==> src/rtl/cstrk_ram.sv <==
// ----------------------------------------------------------------------------
// cstrk_ram
// Simple dual-port synchronous RAM, one write and one registered read port.
// ----------------------------------------------------------------------------
module cstrk_ram #(
   parameter int WIDTH = 8,
   parameter int DEPTH = 256
) (
   input  logic                     clock,
   input  logic                     wr_en,
   input  logic [$clog2(DEPTH)-1:0] wr_addr,
   input  logic [WIDTH-1:0]         wr_data,
   input  logic                     rd_en,
   input  logic [$clog2(DEPTH)-1:0] rd_addr,
   output logic [WIDTH-1:0]         rd_data
);

   logic [WIDTH-1:0] mem [DEPTH];
   logic [WIDTH-1:0] rd_data_ff;

   always_ff @(posedge clock) begin
      if (wr_en) begin
         mem[wr_addr] <= wr_data;
      end
      if (rd_en) begin
         rd_data_ff <= mem[rd_addr];
      end
   end

   assign rd_data = rd_data_ff;

endmodule

==> config.mk <==
export PLATFORM = sky130hd
export DESIGN_NAME = cstrk_ram
export DESIGN_NICKNAME = d
export VERILOG_FILES = /design/src/rtl/cstrk_ram.sv
export SDC_FILE = /design/constraint.sdc
export NUM_CORES = 2
export LEC_CHECK = 0
export ABC_AREA = 1
export BUFFER_PORTS_ARGS = -buffer_cell sky130_fd_sc_hd__buf_2
export CORE_MARGIN = 10
export CORE_UTILIZATION = 50
export CTS_BUF_LIST = sky130_fd_sc_hd__clkbuf_16
export CTS_CLUSTER_DIAMETER = 150
export DETAILED_ROUTE_END_ITERATION = 8
export PLACE_DENSITY = 0.65
export SKIP_CTS_REPAIR_TIMING = 1
export SLEW_MARGIN = 20
export SYNTH_ARGS = -nofsm -noshare
export SYNTH_HDL_FRONTEND = slang
export SYNTH_SLANG_ARGS = --single-unit
==> constraint.sdc <==
create_clock -name clock -period 2.3 [get_ports clock]
set_clock_uncertainty 0.1 [all_clocks]
set_input_delay 0.345 -clock clock [delete_from_list [all_inputs] [get_ports clock]]
set_output_delay 0.345 -clock clock [all_outputs]
set_load 0.01 [all_outputs]
* Yosys cells after proc, flatten, opt, wreduce, memory -nomap -nowiden *
Memory sizes are Yosys's and may differ from the RTL's. A register that Yosys moved wholly into a read port is not among the register bits.
Index checks and enable logic that the tools add are counted.

operators by class
  muxes and demuxes = 2

operators with widths
  kind              count
  2-to-1 mux 1 bit  2

storage, ports and cells
  register bits after elaboration = 0
  memory bits (writable) = 2048
  word-level logic and storage cells = 3
  memories kept = 1

memories
  name  depth  bits a word  read ports  clocked after Yosys merged registers in  write ports  RTL line  RTL
  mem   256    8            1           1                                        1            18        logic [WIDTH-1:0] mem [DEPTH];

* Logic depth before layout (Yosys ltp) *
  depth in word-level cells = 2
  gate-level depth with buffers = 15

* Least setup slack after synthesis *
No wires, ideal clock.

  path kind = input -> register
  start = input wr_en
  end = memory mem[162][0], enable pin
  library setup time = 370 ps
  arrival time = 1466 ps
  required time = 1830 ps
  setup slack = 364 ps
  stages = 4
  cells stage by stage = clkbuf_1 nand3_1 clkbuf_1 nor2_1

on the way
  word-level cells in the longest chain between the ends = 2

ends and longest elaborated chain
  element                                 RTL line  RTL
  start, declared                         10        input logic wr_en,
  2-to-1 mux 1 bit                        22        if (wr_en) begin
  2-to-1 mux 1 bit (implied by the code)  23        mem[wr_addr] <= wr_data;
  end, declared                           18

Every way passes these cells.

==> impl_results.md <==
- Core area: 166000 um2
- Reg clk slew, reported paths: 0.06 ns
- Max H-tree Level: 4
- WL/cell: 23.8 um
- Nets: 7496
- Peak Freq: 448 MHz
- Largest delay contributor family on the critical path: simple AND/OR/NAND/NOR gates
- First-pass GRT wire length: 349000 um
- # clock sinks: 2056
- Max-Cap Viols: 0
- Synth Area in XOR/XNOR: 0
- Clock latency on the worst-skew pair: 0.85 ns
- P&R area growth vs syn: 17.0%
- RSZ-0062 raised after global routing: no
- Finish-stage setup viols: 0
- Crit path buf inv count: 0
- Num CTS Buffers: 200
- Synth warn: 0
- Fillers: 13100
- CP startpoint: mem[237][6]
- Area of the multi-input gates: 19100 um2
- Register bit count reported by yosys: 2056
- Remaining DRCs: 0
- Initial antenna violation count: 5
- Rows: 149
- 1st-pass router iterations: 6
- All-Layer GR Usage: 0.248
- Clock Tree Buf Depth: 3
- Number of global-route vias before repair: 54800
- Dpl ws: -0.759 ns
- Slew Limit Fails: 0
- Outcome: completed
- Crit. End Element: flip-flop
- Die area: 184000 um2
- Slowest stage delay, CP: 0.45 ns
- Syn Nets: 7030
- Via count: 57000
- Slowest CP cell: nand3_1
- Input/output buffers: 34
- FF/Latch Area: 61700 um2
- Worst slew pin tran: 0.600 ns
- Setup ws final: 0.0661 ns
- WS Path Type: flip-flop to flip-flop
- WP data arrival: 2.71 ns
- Mean Syn Cell Area: 11.9 um2
- Detail Route Antenna Nets: 0
- Leak: 35.3 nW
- Post-Syn Instances: 7003
- Main combinational cell family by area after synthesis: simple AND/OR/NAND/NOR gates
- Fraction of layout cells with a size suffix above 1: 0.133
- Starting Density: 0.504
- Total Wirelength: 234000 um
- Fraction of synthesized area in multiplexers: 0
- Seq/Total Area, Yosys: 0.740
- GPL Wtd Cong: 0.908
- Final worst path period need: 2.23 ns
- Fin. Hold Viols: 0
- Hold_sp: rd_addr[5]
- Die Span Y: 429 um
- CTS Root Cell: clkbuf_16
- Power per standard cell area: 811 nW/um2
- Dpl hpwl: 148000 um
- CP dominant cell by count: nand3_1
- Vias/cell: 5.80
- Worst Path Required: 2.78 ns
- Peak VDD IR: 0.785 mV
- Ratio of final minimum period to clock period: 0.971
- I/O Pins: 35
- Reg2Reg Launch Point: mem[237][6]
- Synthesized area: 83500 um2
- Max-slew headroom: 0.599
- Largest net degree at the start of global routing: 93
- Type of origin of the critical path: flip-flop
- Iter 0 DRT Violations: 6960
- Critical path fanouts, max: 1
- Tightest Hold Check Type: primary input to flip-flop
- Post-Synth Adder-Cell Area: 0
- Gr ovfl total: 0
- Post-synthesis cell type count: 13
- Synth Area in Compound Gates: 0
- CP cell instances: nand2_1 > nand3_1 > nand3_1 > nand3_1 > nand3_1 > nand3_1 > nand3_1 > nand2_1 > nand2_1 > nand2_1
- Die width: 429 um
- TritonCTS clock tree: yes
- Synth Area in Simple Gates: 0.229
- WHS: 0.145 ns
## metal layers
layer,vias to the layer above,wire (um),track usage,part of all wire
met5,-,36,0,0.00015
met4,6,10600,0.106,0.045
met3,509,21200,0.0429,0.091
met2,2849,110000,0.395,0.47
met1,27800,92100,0.337,0.39
li1,25800,-,-,-
## path summary, 6_finish.rpt
kind	end	slack (ns)	cells past startpoint
max	rd_data[6]	0.07	10
min	rd_data[2]	0.15	6
max reg2reg	rd_data[6]	0.07	10
min reg2reg	rd_data[5]	0.99	10
## state kept, by name (all words and copies together), names as in the netlist
name and cells:
mem 2048, rd_data 8
## through the flow
stage / setup TNS [ns] / total power (W) / util / cell area (um2) / instances
after floorplan: 0 / 0.0447 / - / 83500 / 7003
after global placement: -4.65 / 0.0474 / 0.550 / 91000 / 9446
after detailed placement: -4.63 / 0.0475 / 0.550 / 91000 / 9446
after CTS: 0 / 0.0794 / 0.589 / 97500 / 9815
after global routing: 0 / 0.0814 / 0.590 / 97600 / 9826
final: 0 / 0.0791 / 0.590 / 97600 / 9828
## synth_stat cells
| library cell | count | area [um2] |
|---|---|---|
| nand2_1 | 2123 | 7970 |
| edfxtp_1 | 2056 | 61700 |
| nand3_1 | 2019 | 10100 |
| nor2_1 | 283 | 1060 |
| buf_2 | 268 | 1340 |
| clkbuf_1 | 112 | 420 |
| buf_4 | 46 | 345 |
| buf_1 | 40 | 150 |
| inv_1 | 36 | 135 |
| buf_6 | 16 | 180 |
| inv_2 | 2 | 7.51 |
| buf_8 | 1 | 15.0 |
| inv_4 | 1 | 6.26 |
## area by class of cell
class / count / area share
Antenna cell: 3 / 0.0000769
Timing Repair Buffer: 747 / 0.0749
Clock buffer: 200 / 0.0513
Inverter: 39 / 0.00185
Clock inverter: 169 / 0.0155
Tap cell: 2189 / 0.0281
Sequential cell: 2056 / 0.632
Multi-Input combinational cell: 4425 / 0.196
## worst register-to-register path: stages, from the launching register on
cell	delay, ns
edfxtp_1	0.37
nand2_1	0.07
nand3_1	0.09
nand3_1	0.11
nand3_1	0.09
nand3_1	0.18
nand3_1	0.45
nand3_1	0.25
nand2_1	0.08
nand2_1	0.11
nand2_1	0.07
## cells in the final DEF, fill, tap and decap left out
cell type,n
clkinv_16,4
inv_2,1
inv_6,4
nor2_1,283
bufinv_16,21
clkinv_2,27
dlygate4sd3_1,10
buf_2,22
inv_1,77
nand3_1,2019
edfxtp_1,2056
inv_8,2
clkinvlp_4,8
nand2_1,2122
clkinv_8,2
clkinv_4,3
buf_8,11
clkbuf_16,200
buf_12,132
buf_4,572
diode_2,3
inv_4,1
nand2_2,1
inv_16,7
clkinv_1,51
## power breakdown
part | total (W) | internal, W | switching [W]
Sequential | 0.0413 | 0.0413 | 0.0000404
Clock | 0.0324 | 0.0183 | 0.0141
Combinational | 0.00539 | 0.00164 | 0.00375
Total | 0.0791 | 0.0612 | 0.0179
## logic make-up after synthesis
family / Yosys count
flip-flops: 2056
AND/OR/NAND/NOR: 4425
buffers and inverters: 522
Power figures use the tool's default switching activity.
