==> src/rtl/cstrk_pkg.sv <==
// ----------------------------------------------------------------------------
// cstrk_pkg
// Shared types and constants for the singleton cluster coverage tracker.
// ----------------------------------------------------------------------------
package cstrk_pkg;

   localparam int EDGE_W    = 16;
   localparam int MAP_DEPTH = 1 << EDGE_W;
   localparam int EDGE_SPAN = 65536;
   localparam int COUNT_W   = 17;
   localparam int EXEC_W    = 48;
   localparam int KIND_W    = 2;

   localparam logic [KIND_W-1:0] KIND_HIT   = 2'd0;
   localparam logic [KIND_W-1:0] KIND_END   = 2'd1;
   localparam logic [KIND_W-1:0] KIND_CLEAR = 2'd2;

   typedef enum logic [2:0] {
      ST_IDLE,
      ST_RD_EDGE,
      ST_RD_POP,
      ST_DONE,
      ST_SWEEP
   } state_type;

   typedef struct packed {
      logic              covered;
      logic              singleton;
      logic [EDGE_W-1:0] leader;
   } edge_entry_type;

   localparam int ENTRY_W = $bits(edge_entry_type);

   typedef struct packed {
      logic              we;
      logic [EDGE_W-1:0] waddr;
      edge_entry_type    wdata;
      logic              re;
      logic [EDGE_W-1:0] raddr;
   } edge_req_type;

   typedef struct packed {
      logic               we;
      logic [EDGE_W-1:0]  waddr;
      logic [COUNT_W-1:0] wdata;
      logic               re;
      logic [EDGE_W-1:0]  raddr;
   } pop_req_type;

endpackage

==> src/rtl/cstrk_ctrl.sv <==
// ----------------------------------------------------------------------------
// cstrk_ctrl
// Sequencer: read-modify-write of edge marks and cluster population, totals,
// map clear sweep and the result register.
// ----------------------------------------------------------------------------
module cstrk_ctrl (
   input  logic                             clock,
   input  logic                             reset,
   input  logic                             req_valid,
   output logic                             req_ready,
   input  logic [cstrk_pkg::KIND_W-1:0]     req_kind,
   input  logic [cstrk_pkg::EDGE_W-1:0]     req_edge_index,
   output logic                             rsp_valid,
   input  logic                             rsp_ready,
   output logic                             rsp_changed,
   output logic                             rsp_new_edge,
   output logic [cstrk_pkg::COUNT_W-1:0]    rsp_covered_count,
   output logic [cstrk_pkg::COUNT_W-1:0]    rsp_singleton_count,
   output logic [cstrk_pkg::COUNT_W-1:0]    rsp_cluster_count,
   output logic [cstrk_pkg::EXEC_W-1:0]     rsp_exec_count,
   output cstrk_pkg::edge_req_type          edge_req,
   input  cstrk_pkg::edge_entry_type        edge_rdata,
   output cstrk_pkg::pop_req_type           pop_req,
   input  logic [cstrk_pkg::COUNT_W-1:0]    pop_rdata
);

   cstrk_pkg::state_type                state_ff, state_in;
   logic [cstrk_pkg::EDGE_W-1:0]        edge_ff, edge_in;
   logic [cstrk_pkg::EDGE_W-1:0]        victim_ff, victim_in;
   logic [cstrk_pkg::EDGE_W-1:0]        sweep_ff, sweep_in;
   logic [cstrk_pkg::EDGE_W-1:0]        leader_ff, leader_in;
   logic [cstrk_pkg::COUNT_W-1:0]       covered_ff, covered_in;
   logic [cstrk_pkg::COUNT_W-1:0]       single_ff, single_in;
   logic [cstrk_pkg::COUNT_W-1:0]       cluster_ff, cluster_in;
   logic [cstrk_pkg::COUNT_W-1:0]       run_new_ff, run_new_in;
   logic [cstrk_pkg::EXEC_W-1:0]        exec_ff, exec_in;
   logic                                pend_ff, pend_in;
   logic                                chg_ff, chg_in;
   logic                                fresh_ff, fresh_in;
   logic                                rsp_valid_ff, rsp_valid_in;
   logic                                rsp_chg_ff, rsp_chg_in;
   logic                                rsp_fresh_ff, rsp_fresh_in;
   logic [cstrk_pkg::COUNT_W-1:0]       rsp_cov_ff, rsp_cov_in;
   logic [cstrk_pkg::COUNT_W-1:0]       rsp_single_ff, rsp_single_in;
   logic [cstrk_pkg::COUNT_W-1:0]       rsp_cluster_ff, rsp_cluster_in;
   logic [cstrk_pkg::EXEC_W-1:0]        rsp_exec_ff, rsp_exec_in;
   logic [cstrk_pkg::EDGE_W-1:0]        new_leader;

   always_ff @(posedge clock) begin
      if (reset) begin
         state_ff     <= cstrk_pkg::ST_SWEEP;
         sweep_ff     <= '0;
         pend_ff      <= 1'b0;
         rsp_valid_ff <= 1'b0;
         covered_ff   <= '0;
         single_ff    <= '0;
         cluster_ff   <= '0;
         run_new_ff   <= '0;
         leader_ff    <= '0;
         exec_ff      <= '0;
      end else begin
         state_ff     <= state_in;
         sweep_ff     <= sweep_in;
         pend_ff      <= pend_in;
         rsp_valid_ff <= rsp_valid_in;
         covered_ff   <= covered_in;
         single_ff    <= single_in;
         cluster_ff   <= cluster_in;
         run_new_ff   <= run_new_in;
         leader_ff    <= leader_in;
         exec_ff      <= exec_in;
      end
   end

   always_ff @(posedge clock) begin
      edge_ff        <= edge_in;
      victim_ff      <= victim_in;
      chg_ff         <= chg_in;
      fresh_ff       <= fresh_in;
      rsp_chg_ff     <= rsp_chg_in;
      rsp_fresh_ff   <= rsp_fresh_in;
      rsp_cov_ff     <= rsp_cov_in;
      rsp_single_ff  <= rsp_single_in;
      rsp_cluster_ff <= rsp_cluster_in;
      rsp_exec_ff    <= rsp_exec_in;
   end

   always_comb begin
      state_in       = state_ff;
      edge_in        = edge_ff;
      victim_in      = victim_ff;
      sweep_in       = sweep_ff;
      leader_in      = leader_ff;
      covered_in     = covered_ff;
      single_in      = single_ff;
      cluster_in     = cluster_ff;
      run_new_in     = run_new_ff;
      exec_in        = exec_ff;
      pend_in        = pend_ff;
      chg_in         = chg_ff;
      fresh_in       = fresh_ff;
      rsp_valid_in   = rsp_valid_ff && !rsp_ready;
      rsp_chg_in     = rsp_chg_ff;
      rsp_fresh_in   = rsp_fresh_ff;
      rsp_cov_in     = rsp_cov_ff;
      rsp_single_in  = rsp_single_ff;
      rsp_cluster_in = rsp_cluster_ff;
      rsp_exec_in    = rsp_exec_ff;
      req_ready      = 1'b0;
      edge_req       = '0;
      pop_req        = '0;
      new_leader     = (run_new_ff == '0) ? edge_ff : leader_ff;

      case (state_ff)
         cstrk_pkg::ST_IDLE: begin
            req_ready = 1'b1;
            if (req_valid) begin
               edge_in  = req_edge_index;
               chg_in   = 1'b0;
               fresh_in = 1'b0;
               state_in = cstrk_pkg::ST_DONE;
               case (req_kind)
                  cstrk_pkg::KIND_HIT: begin
                     if (32'(req_edge_index) < cstrk_pkg::EDGE_SPAN) begin
                        edge_req.re    = 1'b1;
                        edge_req.raddr = req_edge_index;
                        state_in       = cstrk_pkg::ST_RD_EDGE;
                     end
                  end
                  cstrk_pkg::KIND_END: begin
                     if (exec_ff != '1) begin
                        exec_in = exec_ff + 1'b1;
                     end
                     if (run_new_ff != '0) begin
                        cluster_in = cluster_ff + 1'b1;
                     end
                     run_new_in = '0;
                  end
                  cstrk_pkg::KIND_CLEAR: begin
                     covered_in = '0;
                     single_in  = '0;
                     cluster_in = '0;
                     run_new_in = '0;
                     leader_in  = '0;
                     sweep_in   = '0;
                     pend_in    = 1'b1;
                     state_in   = cstrk_pkg::ST_SWEEP;
                  end
                  default: begin
                  end
               endcase
            end
         end
         cstrk_pkg::ST_RD_EDGE: begin
            state_in = cstrk_pkg::ST_DONE;
            if (!edge_rdata.covered) begin
               edge_req.we               = 1'b1;
               edge_req.waddr            = edge_ff;
               edge_req.wdata.covered    = 1'b1;
               edge_req.wdata.singleton  = 1'b1;
               edge_req.wdata.leader     = new_leader;
               // open cluster population tracks the run's new-edge count
               pop_req.we    = 1'b1;
               pop_req.waddr = new_leader;
               pop_req.wdata = run_new_ff + 1'b1;
               leader_in     = new_leader;
               run_new_in    = run_new_ff + 1'b1;
               covered_in    = covered_ff + 1'b1;
               single_in     = single_ff + 1'b1;
               chg_in        = 1'b1;
               fresh_in      = 1'b1;
            end else if (edge_rdata.singleton) begin
               edge_req.we               = 1'b1;
               edge_req.waddr            = edge_ff;
               edge_req.wdata.covered    = 1'b1;
               edge_req.wdata.singleton  = 1'b0;
               edge_req.wdata.leader     = edge_rdata.leader;
               pop_req.re    = 1'b1;
               pop_req.raddr = edge_rdata.leader;
               victim_in     = edge_rdata.leader;
               if (single_ff != '0) begin
                  single_in = single_ff - 1'b1;
               end
               chg_in   = 1'b1;
               state_in = cstrk_pkg::ST_RD_POP;
            end
         end
         cstrk_pkg::ST_RD_POP: begin
            state_in = cstrk_pkg::ST_DONE;
            if (pop_rdata != '0) begin
               pop_req.we    = 1'b1;
               pop_req.waddr = victim_ff;
               pop_req.wdata = pop_rdata - 1'b1;
               if (run_new_ff != '0 && victim_ff == leader_ff) begin
                  run_new_in = run_new_ff - 1'b1;
               end else if (pop_rdata == 17'd1 && cluster_ff != '0) begin
                  cluster_in = cluster_ff - 1'b1;
               end
            end
         end
         cstrk_pkg::ST_DONE: begin
            if (!rsp_valid_ff || rsp_ready) begin
               rsp_valid_in   = 1'b1;
               rsp_chg_in     = chg_ff;
               rsp_fresh_in   = fresh_ff;
               rsp_cov_in     = covered_ff;
               rsp_single_in  = single_ff;
               rsp_cluster_in = cluster_ff;
               rsp_exec_in    = exec_ff;
               state_in       = cstrk_pkg::ST_IDLE;
            end
         end
         cstrk_pkg::ST_SWEEP: begin
            edge_req.we    = 1'b1;
            edge_req.waddr = sweep_ff;
            edge_req.wdata = '0;
            sweep_in       = sweep_ff + 1'b1;
            if (sweep_ff == '1) begin
               pend_in  = 1'b0;
               state_in = pend_ff ? cstrk_pkg::ST_DONE : cstrk_pkg::ST_IDLE;
            end
         end
         default: begin
            state_in = cstrk_pkg::ST_IDLE;
         end
      endcase
   end

   assign rsp_valid           = rsp_valid_ff;
   assign rsp_changed         = rsp_chg_ff;
   assign rsp_new_edge        = rsp_fresh_ff;
   assign rsp_covered_count   = rsp_cov_ff;
   assign rsp_singleton_count = rsp_single_ff;
   assign rsp_cluster_count   = rsp_cluster_ff;
   assign rsp_exec_count      = rsp_exec_ff;

endmodule

==> config.mk <==
export PLATFORM = sky130hd
export DESIGN_NAME = cstrk_ctrl
export DESIGN_NICKNAME = d
export VERILOG_FILES = /design/src/rtl/cstrk_pkg.sv /design/src/rtl/cstrk_ctrl.sv
export SDC_FILE = /design/constraint.sdc
export NUM_CORES = 1
export LEC_CHECK = 0
export BUFFER_PORTS_ARGS = -buffer_cell sky130_fd_sc_hd__buf_2
export CAP_MARGIN = 20
export CORE_UTILIZATION = 43
export CTS_BUF_LIST = sky130_fd_sc_hd__clkbuf_16
export DETAILED_ROUTE_END_ITERATION = 10
export GPL_ROUTABILITY_DRIVEN = 0
export GPL_TIMING_DRIVEN = 0
export PLACE_DENSITY = 0.66
export SLEW_MARGIN = 20
export SYNTH_ARGS = -nofsm -noshare
export SYNTH_HDL_FRONTEND = slang
export SYNTH_SLANG_ARGS = --single-unit
==> constraint.sdc <==
create_clock -name clock -period 5.7 [get_ports clock]
set_input_delay 0.285 -clock clock [delete_from_list [all_inputs] [get_ports clock]]
set_output_delay 0.285 -clock clock [all_outputs]
set_load 0.01 [all_outputs]
; ---- Yosys cells after proc, flatten, opt, wreduce, memory -nomap -nowiden
; Index checks and enable logic that the tools add are counted.
[word_totals]
n_memories = 0
rom_bits = 0
in_bits = 57
latchBits = 0
reg_bits = 288
word_cells = 145
output_inout_bits = 206
ram_bits = 0
[classes]
eq_ne = 24
add_sub_neg = 10
n_mux = 60
magnitude_cmp = 0
n_reduce_logical = 31
mul = 0
n_bitwise = 0
shift = 0
div_mod_pow = 0
[ops]
columns = cell, count
row1 = $mux 17, 22
row2 = $pmux 17 s2, 4
row3 = $mux 35, 2
row4 = $pmux 35 s2, 1
row5 = $add 17x1->17 const B, 4
row6 = $mux 34, 2
row7 = $pmux 34 s2, 1
row8 = $reduce_bool 17->1, 4
row9 = $sub 17x1->17 const B, 4
row10 = $mux 16, 4
row11 = $pmux 16 s2, 2
row12 = $pmux 17 s3, 1
row13 = $add 48x1->48 const B, 1
row14 = $ne 48x48->1 const B, 1
row15 = $ne 2x2->1 const B, 9
row16 = $eq 17x1->1 const B, 1
row17 = $logic_not 17->1, 1
row18 = $add 16x1->16 const B, 1
row19 = $eq 16x16->1, 1
row20 = $eq 16x16->1 const B, 1
row21 = $pmux 3 s5, 1
row22 = $reduce_and 3->1, 5
row23 = $mux 1, 12
row24 = $reduce_and 4->1, 3
row25 = other kinds (24), 37

; ---- Logic depth before layout (Yosys ltp)
; Gate-level depths: netlist (run 1).
[logic_depth]
word_depth = 6
mapped_depth = 12
depth_no_buf = 8

; ---- Worst setup path before layout (run 1)
; No wires, ideal clock.
[synth_path]
path_type = reg2reg
from = register state_ff[0]
to = register rsp_chg_ff, in the netlist rsp_changed (enable)
t_arrival_ps = 5379
n_path_buf = 2
setup_slack_ps = -252
stages_incl_launch_ff = 5
synth_period_minus_slack_ps = 5952
setup_time_ps = 573
t_required_ps = 5127
path_cell_list = dfxtp_1 -> clkbuf_1 -> clkbuf_1 -> nand3b_1 -> nor2b_1
[synth_via]
elab_chain_len = 2
[synth_rtl]
columns = item, line_no
row1 = from (decl), cstrk_ctrl.sv:27  ; cstrk_pkg::state_type state_ff, state_in;
row2 = from (signal assigned), cstrk_ctrl.sv:51  ; state_ff <= cstrk_pkg::ST_SWEEP;
row3 = from (signal assigned), cstrk_ctrl.sv:62  ; state_ff <= state_in;
row4 = $eq 3x2->1, cstrk_ctrl.sv:114  ; case (state_ff)
row5 = $reduce_and 2->1 (no line), -
row6 = to (signal assigned), cstrk_ctrl.sv:80  ; rsp_chg_ff <= rsp_chg_in;
row7 = to (decl), cstrk_ctrl.sv:41  ; logic rsp_chg_ff, rsp_chg_in;
; No other way between the ends.
; A chain may end at the register's enable or synchronous reset.

==> impl_metrics.tcl, run 1 <==
set metrics [dict create \
    outcome "complete, no violations" \
    cts_tree "done" \
    p_clk_share_pct 48.5 \
    synth_fp_nets 1587 \
    synth_edf_count 135 \
    ys_seq_area_share_pct 48.5 \
    hpwlAfterDp_um 31800 \
    ioPinCount 263 \
    p_int_w 0.00345 \
    initial_core_util_pct 43.7 \
    crit_path_end_kind "output pin" \
    synth_cells 1501 \
    async_flop_share_pct 0 \
    ff2ff_path_depth 9 \
    final.period_utilization_pct 75.8 \
    cts_resized 0 \
    final.setup_skew_ns 0.0190 \
    grt_usage_pct 24.6 \
    seqPwrFrac_pct 48.4 \
    setup.worst_path.start_class "flop" \
    hold_ws_ns 0.0990 \
    rsz0062_at_grt "false" \
    ctsRootBufferMaster "clkbuf_16" \
    cellPowerDensity_nw_per_um2 246 \
    drc_errors 0 \
    avgViaCountPerCell 5.74 \
    synth.distinct_cells 80 \
    crit_type "reg -> out" \
    synthFlopType "dfxtp_1" \
    switching_power_w 0.000996 \
    dieArea_um2 34900 \
    max_freq_ghz 0.232 \
    drive_above_1_share_pct 19.8 \
    hold_viol_final 0 \
    ys_warn_count 0 \
    holdPathStages 3 \
    fin_nets 1921 \
    pwr-share-comb_pct 3.1 \
    core_area_um2 33500 \
    dp_slack_ns 1.95 \
    ys_ff_latch 288 \
    io_buffers 262 \
    worstPathRequired_ns 5.41 \
    vias 13300 \
    cts.sinks 288 \
    ir_drop_uv 164 \
    max_cap_violations 0 \
    fin_util_pct 54.0 \
    grt_max_degree 28 \
    cts_buffers 34 \
    p_leak_nw 6.63 \
    finalCriticalPeriod_ns 4.32 \
    ant_nets 0 \
    crit_fanout 10 \
    swShare_pct 22.4 \
    power_w 0.00445 \
    die_x_um 187 \
    setup_violations 0 \
    clock_latency_ns 0.53 \
    n_antenna_cell 0 \
    cts_max_path_buffers 3 \
    worstMarginPinSlew_ns 1.01 \
    first_global_vias 12700 \
    finalMaxSlewViolations 0 \
    grt_pass1_wl_um 68900 \
    hold_class "in -> reg" \
    cts_hold_buf 31 \
    syn_avg_cell_area_um2 9.77 \
    die_h_um 187 \
    fin_ws_ns 1.38 \
    htreeDepth 2 \
    overflow 0 \
    drtIter0Drc 1348 \
    synth_area_um2 14700 \
    antenna_found_initial 2 \
    fin_setup_tns_ns 0 \
    path_clk_slew_ns 0.06 \
    post_cts_buffers 0 \
    syn_to_final_growth_pct 23.4 \
    rows 67 \
    max_slew_margin_pct 32.1 \
    routed_wl_um 43700 \
    dr.pass1.iters 6 \
    wl_per_cell_um 18.9 \
    arrival_ns 4.03 \
]
[cell usage after synthesis, drive strengths merged, types with 10 or more instances]
| library cell | n | area (um2) |
|---|---|---|
| xor2 | 74 | 648 |
| or3 | 22 | 143 |
| nor2b | 10 | 62.6 |
| and2 | 25 | 156 |
| or4 | 12 | 97.6 |
| a32o | 10 | 100 |
| o22ai | 20 | 125 |
| a31oi | 19 | 119 |
| nor2 | 129 | 484 |
| nand2 | 114 | 428 |
| ha | 28 | 350 |
| a22oi | 27 | 203 |
| nor3 | 46 | 246 |
| buf | 13 | 92.6 |
| a211oi | 19 | 143 |
| nor4 | 24 | 156 |
| or2 | 11 | 68.8 |
| o21bai | 22 | 165 |
| nand4 | 46 | 288 |
| a22o | 24 | 210 |
| a21oi | 55 | 275 |
| and3 | 36 | 225 |
| edfxtp | 135 | 4050 |
| dfxtp | 153 | 3060 |
| inv | 26 | 97.6 |
| o21ai | 68 | 340 |
| xnor2 | 46 | 403 |
| o31ai | 10 | 80.1 |
| nand2b | 10 | 62.6 |
| nand3 | 51 | 280 |
| clkbuf | 87 | 328 |
| and4 | 14 | 123 |
| mux2i | 19 | 190 |
[power by group through the flow]
stage | logic (W) | clock network, W | registers, W
finish | 0.000140 | 0.00216 | 0.00215
global route | 0.000151 | 0.00227 | 0.00215
CTS | 0.000137 | 0.00220 | 0.00215
detailed placement | 0.000121 | 0 | 0.00220
global placement | 0.000118 | 0 | 0.00220
floorplan | 0.0000604 | 0 | 0.00220
[layer usage]
metal  up-vias  global-route usage [%]  wire length, um
met5         -                       0               24
met4         4                    10.2             1650
met3       117                    4.51             3030
met2       542                    40.9            20500
met1      6320                    31.3            18500
li1       6273                       -                -
[cells by family (layout without fill, tap and decap cells)]
kind of cell	after synthesis	count (layout)	share of synthesized area, %
and+or+nand+nor	579	579	20.9
adders and majority gates	29	29	2.53
muxes	19	19	1.30
DFF	288	288	48.5
AOI/OAI and AO/OA	338	338	16.0
buffers and inverters	128	488	3.58
xor gates and xnor gates	120	120	7.17
[registers in the layout, indices dropped and copies added, names as in the netlist]
signal,cells
rsp_exec_count,48
cluster_ff,17
covered_ff,17
state_ff,3
rsp_changed,1
rsp_new_edge,1
edge_ff,16
rsp_covered_count,17
sweep_ff,16
fresh_ff,1
rsp_valid,1
chg_ff,1
rsp_singleton_count,17
run_new_ff,17
single_ff,17
rsp_cluster_count,17
pend_ff,1
exec_ff,48
victim_ff,16
leader_ff,16
[worst max-delay path: stages, from the launching register on]
cell and delay (ns):
dfxtp_1 0.39, inv_1 0.19, ha_1 0.23, or4b_4 0.53, or4_4 0.44, buf_6 0.16, or3_1 0.35, buf_2 0.20
buf_2 0.25, mux2i_1 0.35, o21ai_0 0.20, buf_2 0.19
[per-stage QoR]
| step | cells | area, um2 |
|---|---|---|
| global placement | 2211 | 16500 |
| global route | 2309 | 18100 |
| detailed placement | 2215 | 16700 |
| floorplan | 1501 | 14700 |
| CTS | 2308 | 18100 |
| finish | 2309 | 18100 |
[cells in the final DEF (no fill, tap or decap), drive strengths merged, types with 51 or more instances in the layout]
cell type / n
o21ai: 68
nand2: 114
nor2: 129
xor2: 74
nand3: 51
buf: 279
dfxtp: 153
a21oi: 55
edfxtp: 135
clkbuf: 121
[final cells by class]
class                           instances  area, um2
Buffer                                100        423
Clock buffer                           34        851
Clock inverter                         28        272
Fill cell                            3059      15400
Inverter                               28        105
Multi-Input combinational cell       1085       7040
Sequential cell                       288       7120
Tap cell                              448        561
Timing Repair Buffer                  298       1730
[worst paths after layout]
check / from / end / slack (ns)
min reg2reg: cluster_ff[7]$_SDFFE_PP0P_ / rsp_cluster_count[7]$_DFFE_PP_ / 0.42
min: rsp_ready / rsp_valid$_SDFF_PP0_ / 0.1
max reg2reg: state_ff[0]$_SDFFE_PP0P_ / run_new_ff[6]$_SDFFE_PP0P_ / 2.22
max: run_new_ff[0]$_SDFFE_PP0P_ / pop_req[34] / 1.38
Power figures use the tool's default switching activity.
==> run 2, diff against run 1 <==
--- a/config.mk
+++ b/config.mk
@@ -5,6 +5,7 @@
 export SDC_FILE = /design/constraint.sdc
 export NUM_CORES = 1
 export LEC_CHECK = 0
+export ABC_AREA = 1
 export BUFFER_PORTS_ARGS = -buffer_cell sky130_fd_sc_hd__buf_2
 export CAP_MARGIN = 20
 export CORE_UTILIZATION = 43
@@ -12,7 +13,7 @@
 export DETAILED_ROUTE_END_ITERATION = 10
 export GPL_ROUTABILITY_DRIVEN = 0
 export GPL_TIMING_DRIVEN = 0
-export PLACE_DENSITY = 0.66
+export PLACE_DENSITY = 0.62
 export SLEW_MARGIN = 20
 export SYNTH_ARGS = -nofsm -noshare
 export SYNTH_HDL_FRONTEND = slang
==> constraint.sdc (replaced) <==
create_clock -name clock -period 4.3 [get_ports clock]
set_input_delay 0.215 -clock clock [delete_from_list [all_inputs] [get_ports clock]]
set_output_delay 0.215 -clock clock [all_outputs]
set_load 0.01 [all_outputs]
==> run 2 against run 1 <==
Synthesized cell count rose by 48%. Final cell count grew 32%. Sequential power up 33%. Largest power group is now sequential cells. Clock-buffer cell count is 1 higher.
==> impl_metrics.tcl, run 2 <==
set metrics [dict create \
    dr.pass1.iters 6 \
    hold_class "in -> reg" \
    drtIter0Drc 1315 \
    ant_nets 0 \
    rows 70 \
    vias 15900 \
    cellPowerDensity_nw_per_um2 292 \
    antenna_found_initial 1 \
    wl_per_cell_um 15.8 \
    cts_buffers 34 \
    worstMarginPinSlew_ns 0.831 \
    core_area_um2 36800 \
    synth.largest_area_cell "edfxtp_1" \
    first_global_vias 14900 \
    finalCriticalPeriod_ns 3.55 \
    finish.instance_area_um2 19600 \
    die_h_um 196 \
    r2r_setup_slack_ns 1.27 \
    dieArea_um2 38400 \
    worstSetupEndpoint "pop_req[49]" \
    p_int_w 0.00446 \
    max_freq_ghz 0.282 \
    final.setup_skew_ns 0.0222 \
    hold_viol_final 0 \
    grt_usage_pct 25.0 \
    crit_type "reg -> out" \
    io_buffers 261 \
    async_flop_share_pct 0 \
    cts_tree "done" \
    overflow 0 \
    synth_cells 2225 \
    fin_util_pct 53.2 \
    path_clk_slew_ns 0.06 \
    synthFlopType "dfxtp_1" \
    syn_to_final_growth_pct 21.1 \
    cts.sinks 288 \
    max_slew_margin_pct 44.6 \
    final.period_utilization_pct 82.6 \
    clock_latency_ns 0.54 \
    multi_input_area_um2 7740 \
    fin_nets 2647 \
    setup.worst_path.start_class "flop" \
    drive_above_1_share_pct 15.4 \
    routed_wl_um 48300 \
    ys_warn_count 0 \
    avgViaCountPerCell 5.20 \
    cts_resized 0 \
    crit_path_end_kind "output pin" \
    max_cap_violations 0 \
    r2r-start "state_ff[0]$_SDFFE_PP0P_" \
    ctsRootBufferMaster "clkbuf_16" \
    syn_avg_cell_area_um2 7.26 \
    ys_seq_area_share_pct 44.0 \
    placed_cell_area_um2 18200 \
    switching_power_w 0.00125 \
    htreeDepth 2 \
    p_leak_nw 8.10 \
    hpwlAfterDp_um 37000 \
    pwr-share-comb_pct 3.2 \
    ys_top_cells_by_count "nand2_1, nor2_1, inv_1" \
    final_cell_mix "nand2_1, nor2_1, buf_2" \
    rsz0062_at_grt "false" \
    initial_core_util_pct 43.9 \
    synth.distinct_cells 52 \
    ioPinCount 263 \
    synth_fp_nets 2311 \
    finalMaxSlewViolations 0 \
    n_antenna_cell 0 \
    grt_pass1_wl_um 76300 \
    synth_edf_count 135 \
    setup.worst_path.start "run_new_ff[0]$_SDFFE_PP0P_" \
    synth_top_area_share_pct 25.1 \
    worstPathRequired_ns 4.09 \
    arrival_ns 3.34 \
    fillerInstances 3603 \
    ff_latch_area_um2 7120 \
    layout_commonest_cell "nand2_1" \
    p_clk_share_pct 46.8 \
    swShare_pct 21.9 \
    placedCellCount 2961 \
    fin_setup_tns_ns 0 \
    grt_max_degree 23 \
    cts_max_path_buffers 3 \
    synth_area_um2 16200 \
    ir_drop_uv 211 \
    drc_errors 0 \
    setup_violations 0 \
    die_x_um 196 \
    synth_area_leaders "edfxtp_1, dfxtp_1, nand2_1, nor2_1, inv_1" \
    power_w 0.00571 \
    crit_fanout 10 \
    outcome "complete, no violations" \
    ff2ff_path_depth 11 \
    seqPwrFrac_pct 49.9 \
    ys_ff_latch 288 \
    fin_cells 3054 \
    r2r_end "sweep_ff[7]$_SDFFE_PP0P_" \
    synth.most_common_cell "nand2_1" \
]
run 2: cell types whose count changed after synthesis, moves of 24 or more:
cell      delta
xnor2_1     -27
nor2_1     +169
nand2_1    +492
a21oi_1     +85
inv_1      +241
xor2_1      -24
clkbuf_1    -46
and2_1      -25
nand3_1     +97
a22oi_1     -27
o21ai_0     +50
and3_1      -35
run 2: worst max-delay path, cell delays in order (launching register included):
cell and delay [ns]:
dfxtp_1 0.42, inv_1 0.23, ha_1 0.24, nand3_1 0.20, nor2_2 0.29, nand4_1 0.27
clkbuf_1 0.34, o211ai_1 0.42, o21ai_0 0.20, buf_2 0.19
run 2: logic make-up after synthesis:
group           Yosys count  share of synthesized area (%)
xor+xnor                 69                           3.74
compound gates          307                           10.5
fa+ha+maj                29                           2.29
simple gates           1192                           31.2
flops                   288                           44.0
buf+inv                 340                           8.19
run 2: layout make-up:
class	count	area share [%]
clock inverter	26	0.780
tap	468	2.99
timing repair buffer	300	9.09
inverter	275	5.27
sequential	288	36.4
clock buffer	35	4.47
buffer	65	1.49
multi-input combinational	1597	39.5
run 2: how the worst min path moves through the flow:
| stage | cells past startpoint | slack, ns | endpoint | startpoint |
|---|---|---|---|---|
| floorplan | 0 | 0.31 | edge_ff[0]$_DFFE_PP_ | req_edge_index[0] |
| global placement | 0 | 0.41 | rsp_changed$_DFFE_PP_ | chg_ff$_DFFE_PP_ |
| detailed placement | 0 | 0.40 | rsp_changed$_DFFE_PP_ | chg_ff$_DFFE_PP_ |
| CTS | 4 | 0.07 | rsp_valid$_SDFF_PP0_ | rsp_ready |
| global route | 4 | 0.11 | rsp_valid$_SDFF_PP0_ | rsp_ready |
| finish | 4 | 0.08 | rsp_valid$_SDFF_PP0_ | rsp_ready |
run 2: per-layer routing:
layer	up-vias	track usage [%]	part of all wire (%)
met3	118	4.01	5.9
met1	7273	31.5	44
met5	-	0	0.027
met2	550	42.9	47
li1	7926	-	-
met4	2	9.72	3.5
run 2: what timing repair did:
action,in CTS,in global routing
setup endpoints to repair,0,0
hold endpoints to repair,32,0
hold buffers,32,0
buffers inserted,0,0
run 2: stage by stage:
stage	setup WS (ns)	hold slack (ns)
final	0.749	0.0848
after global routing	0.443	0.114
after CTS	0.750	0.0694
after detailed placement	1.26	0.405
after global placement	-0.736	0.407
after floorplan	0.445	0.314
run 2: power groups by stage:
stage | logic [W] | clock network [W] | registers [W]
finish | 0.000185 | 0.00268 | 0.00285
global route | 0.000205 | 0.00285 | 0.00285
CTS | 0.000184 | 0.00274 | 0.00285
detailed placement | 0.000162 | 0 | 0.00291
global placement | 0.000158 | 0 | 0.00291
floorplan | 0.0000857 | 0 | 0.00291
==> run 3, diff against run 2 <==
--- a/config.mk
+++ b/config.mk
@@ -13,7 +13,7 @@
 export DETAILED_ROUTE_END_ITERATION = 10
 export GPL_ROUTABILITY_DRIVEN = 0
 export GPL_TIMING_DRIVEN = 0
-export PLACE_DENSITY = 0.62
+export PLACE_DENSITY = 0.65
 export SLEW_MARGIN = 20
 export SYNTH_ARGS = -nofsm -noshare
 export SYNTH_HDL_FRONTEND = slang
==> constraint.sdc (replaced) <==
create_clock -name clock -period 3.1 [get_ports clock]
set_input_delay 0.155 -clock clock [delete_from_list [all_inputs] [get_ports clock]]
set_output_delay 0.155 -clock clock [all_outputs]
set_load 0.01 [all_outputs]
==> run 3 against run 2 <==
Cell area rose by 0.80%. Worst hold slack improved by 0.089 ns. Clock power rose by 39%. Combinational power is 40% higher. Die area is the same. Non-clock buffer count grew 14. Largest cell class unchanged.
==> impl_metrics.tcl, run 3 (synthesis results as in run 2) <==
set metrics [dict create \
    final.period_utilization_pct 95.9 \
    cts.sinks 288 \
    multi_input_area_um2 7770 \
    switching_power_w 0.00171 \
    dieArea_um2 38400 \
    final_cell_mix "nand2_1, nor2_1, buf_2" \
    outcome "complete, no violations" \
    initial_core_util_pct 43.9 \
    io_buffers 261 \
    dr.pass1.iters 5 \
    setup.worst_path.start_class "flop" \
    fin_ws_ns 0.127 \
    ff_latch_area_um2 7120 \
    wl_per_cell_um 16.0 \
    drc_errors 0 \
    grt_pass1_wl_um 77400 \
    fillerInstances 3557 \
    path_buf_inv 5 \
    swShare_pct 21.5 \
    hold_ws_ns 0.174 \
    crit_path_end_kind "output pin" \
    overflow 0 \
    layout_commonest_cell "nand2_1" \
    p_clk_share_pct 46.9 \
    worstPathRequired_ns 2.94 \
    n_antenna_cell 0 \
    seqPwrFrac_pct 49.8 \
    top_layer_used "met5" \
    p_leak_nw 8.18 \
    slowest_delay_ns 0.38 \
    avgViaCountPerCell 5.24 \
    ant_nets 0 \
    die_h_um 196 \
    arrival_ns 2.82 \
    ir_drop_uv 389 \
    cts_max_path_buffers 3 \
    cts_tree "done" \
    pwr-share-comb_pct 3.3 \
    dp_slack_ns 0.139 \
    core_area_um2 36800 \
    routed_wl_um 48900 \
    crit_type "reg -> out" \
    ctsRootBufferMaster "clkbuf_16" \
    clock_latency_ns 0.58 \
    htreeDepth 1 \
    die_x_um 196 \
    syn_to_final_growth_pct 22.1 \
    setup_violations 0 \
    grt_max_degree 26 \
    drive_above_1_share_pct 16.3 \
    hpwlAfterDp_um 37300 \
    p_int_w 0.00623 \
    cp_common_cell "buf_4" \
    rows 70 \
    finalMaxSlewViolations 0 \
    met3_length_um 2800 \
    final.setup_skew_ns 0.0117 \
    max_slew_margin_pct 43.0 \
    cp_slowest_cell "dfxtp_2" \
    cp_top_family "buffers and inverters" \
    antenna_found_initial 1 \
    max_freq_ghz 0.336 \
    max_cap_violations 0 \
    hold_class "in -> reg" \
    m1WireLength_um 21100 \
    crit_path_cell_trace "inv_2, ha_2, nand3_2, nor2_4, nand4_1, buf_4, clkbuf_2, o211ai_1, buf_4, o21ai_0, buf_2" \
    vias 16100 \
    grt_usage_pct 25.1 \
    cellPowerDensity_nw_per_um2 402 \
    hold_viol_final 0 \
    drtIter0Drc 1209 \
    ioPinCount 263 \
    first_global_vias 15200 \
    fin_setup_tns_ns 0 \
    path_clk_slew_ns 0.06 \
    finalCriticalPeriod_ns 2.97 \
    fin_util_pct 53.6 \
    routed-wl-met2_um 23200 \
    crit_fanout 10 \
    fin_nets 2657 \
    worstMarginPinSlew_ns 0.855 \
    cts_buffers 30 \
]
==> run 3: stage by stage <==
stage	instance area, um2	total power [W]	instances
after floorplan	16200	0.00416	2225
after global routing	19700	0.00819	3063
after global placement	18100	0.00426	2954
after CTS	19700	0.00801	3061
after detailed placement	18200	0.00426	2960
final	19700	0.00794	3063
==> run 3: tightest hold or removal path: cells and delay by family <==
family	cells	cell delay, ns
buffers and inverters	1	0.14
and+or+nand+nor	2	0.33
==> run 3: repair_timing <==
| item | in CTS | in global routing |
|---|---|---|
| hold buffers | 33 | 0 |
| buffers inserted | 12 | 2 |
| hold endpoints to repair | 33 | 0 |
| pin swaps | 8 | 4 |
| resized for setup | 13 | 9 |
| setup endpoints to repair | 52 | 51 |
==> run 3: routing by layer <==
layer / track usage [%] / vias to the layer above
met4: 9.90 / 2
li1: - / 7948
met3: 3.01 / 101
met2: 43.4 / 566
met1: 31.8 / 7448
met5: 0 / -
==> run 3: path summary, 6_finish.rpt <==
kind                                                  from                        to  slack, ns  cells past startpoint
worst max-delay path            run_new_ff[0]$_SDFFE_PP0P_              edge_req[30]       0.13                     11
worst min-delay path                             req_valid          chg_ff$_DFFE_PP_       0.17                      3
worst max register to register    state_ff[0]$_SDFFE_PP0P_  sweep_ff[7]$_SDFFE_PP0P_       0.31                     11
worst min register to register            chg_ff$_DFFE_PP_     rsp_changed$_DFFE_PP_       0.42                      0
==> run 3: area by class of cell <==
cell class | instances | area share, %
Multi-Input combinational cell | 1597 | 39.4
Sequential cell | 288 | 36.1
Timing Repair Buffer | 314 | 9.56
Inverter | 275 | 5.25
Clock buffer | 30 | 3.80
Tap cell | 468 | 2.97
Buffer | 65 | 1.60
Clock inverter | 26 | 1.34
==> run 3: power by group through the flow <==
stage	Clock (W)	Combinational [W]	Sequential, W
floorplan	0	0.000119	0.00404
global placement	0	0.000218	0.00404
detailed placement	0	0.000223	0.00404
CTS	0.00380	0.000256	0.00396
global route	0.00395	0.000286	0.00395
finish	0.00372	0.000259	0.00396
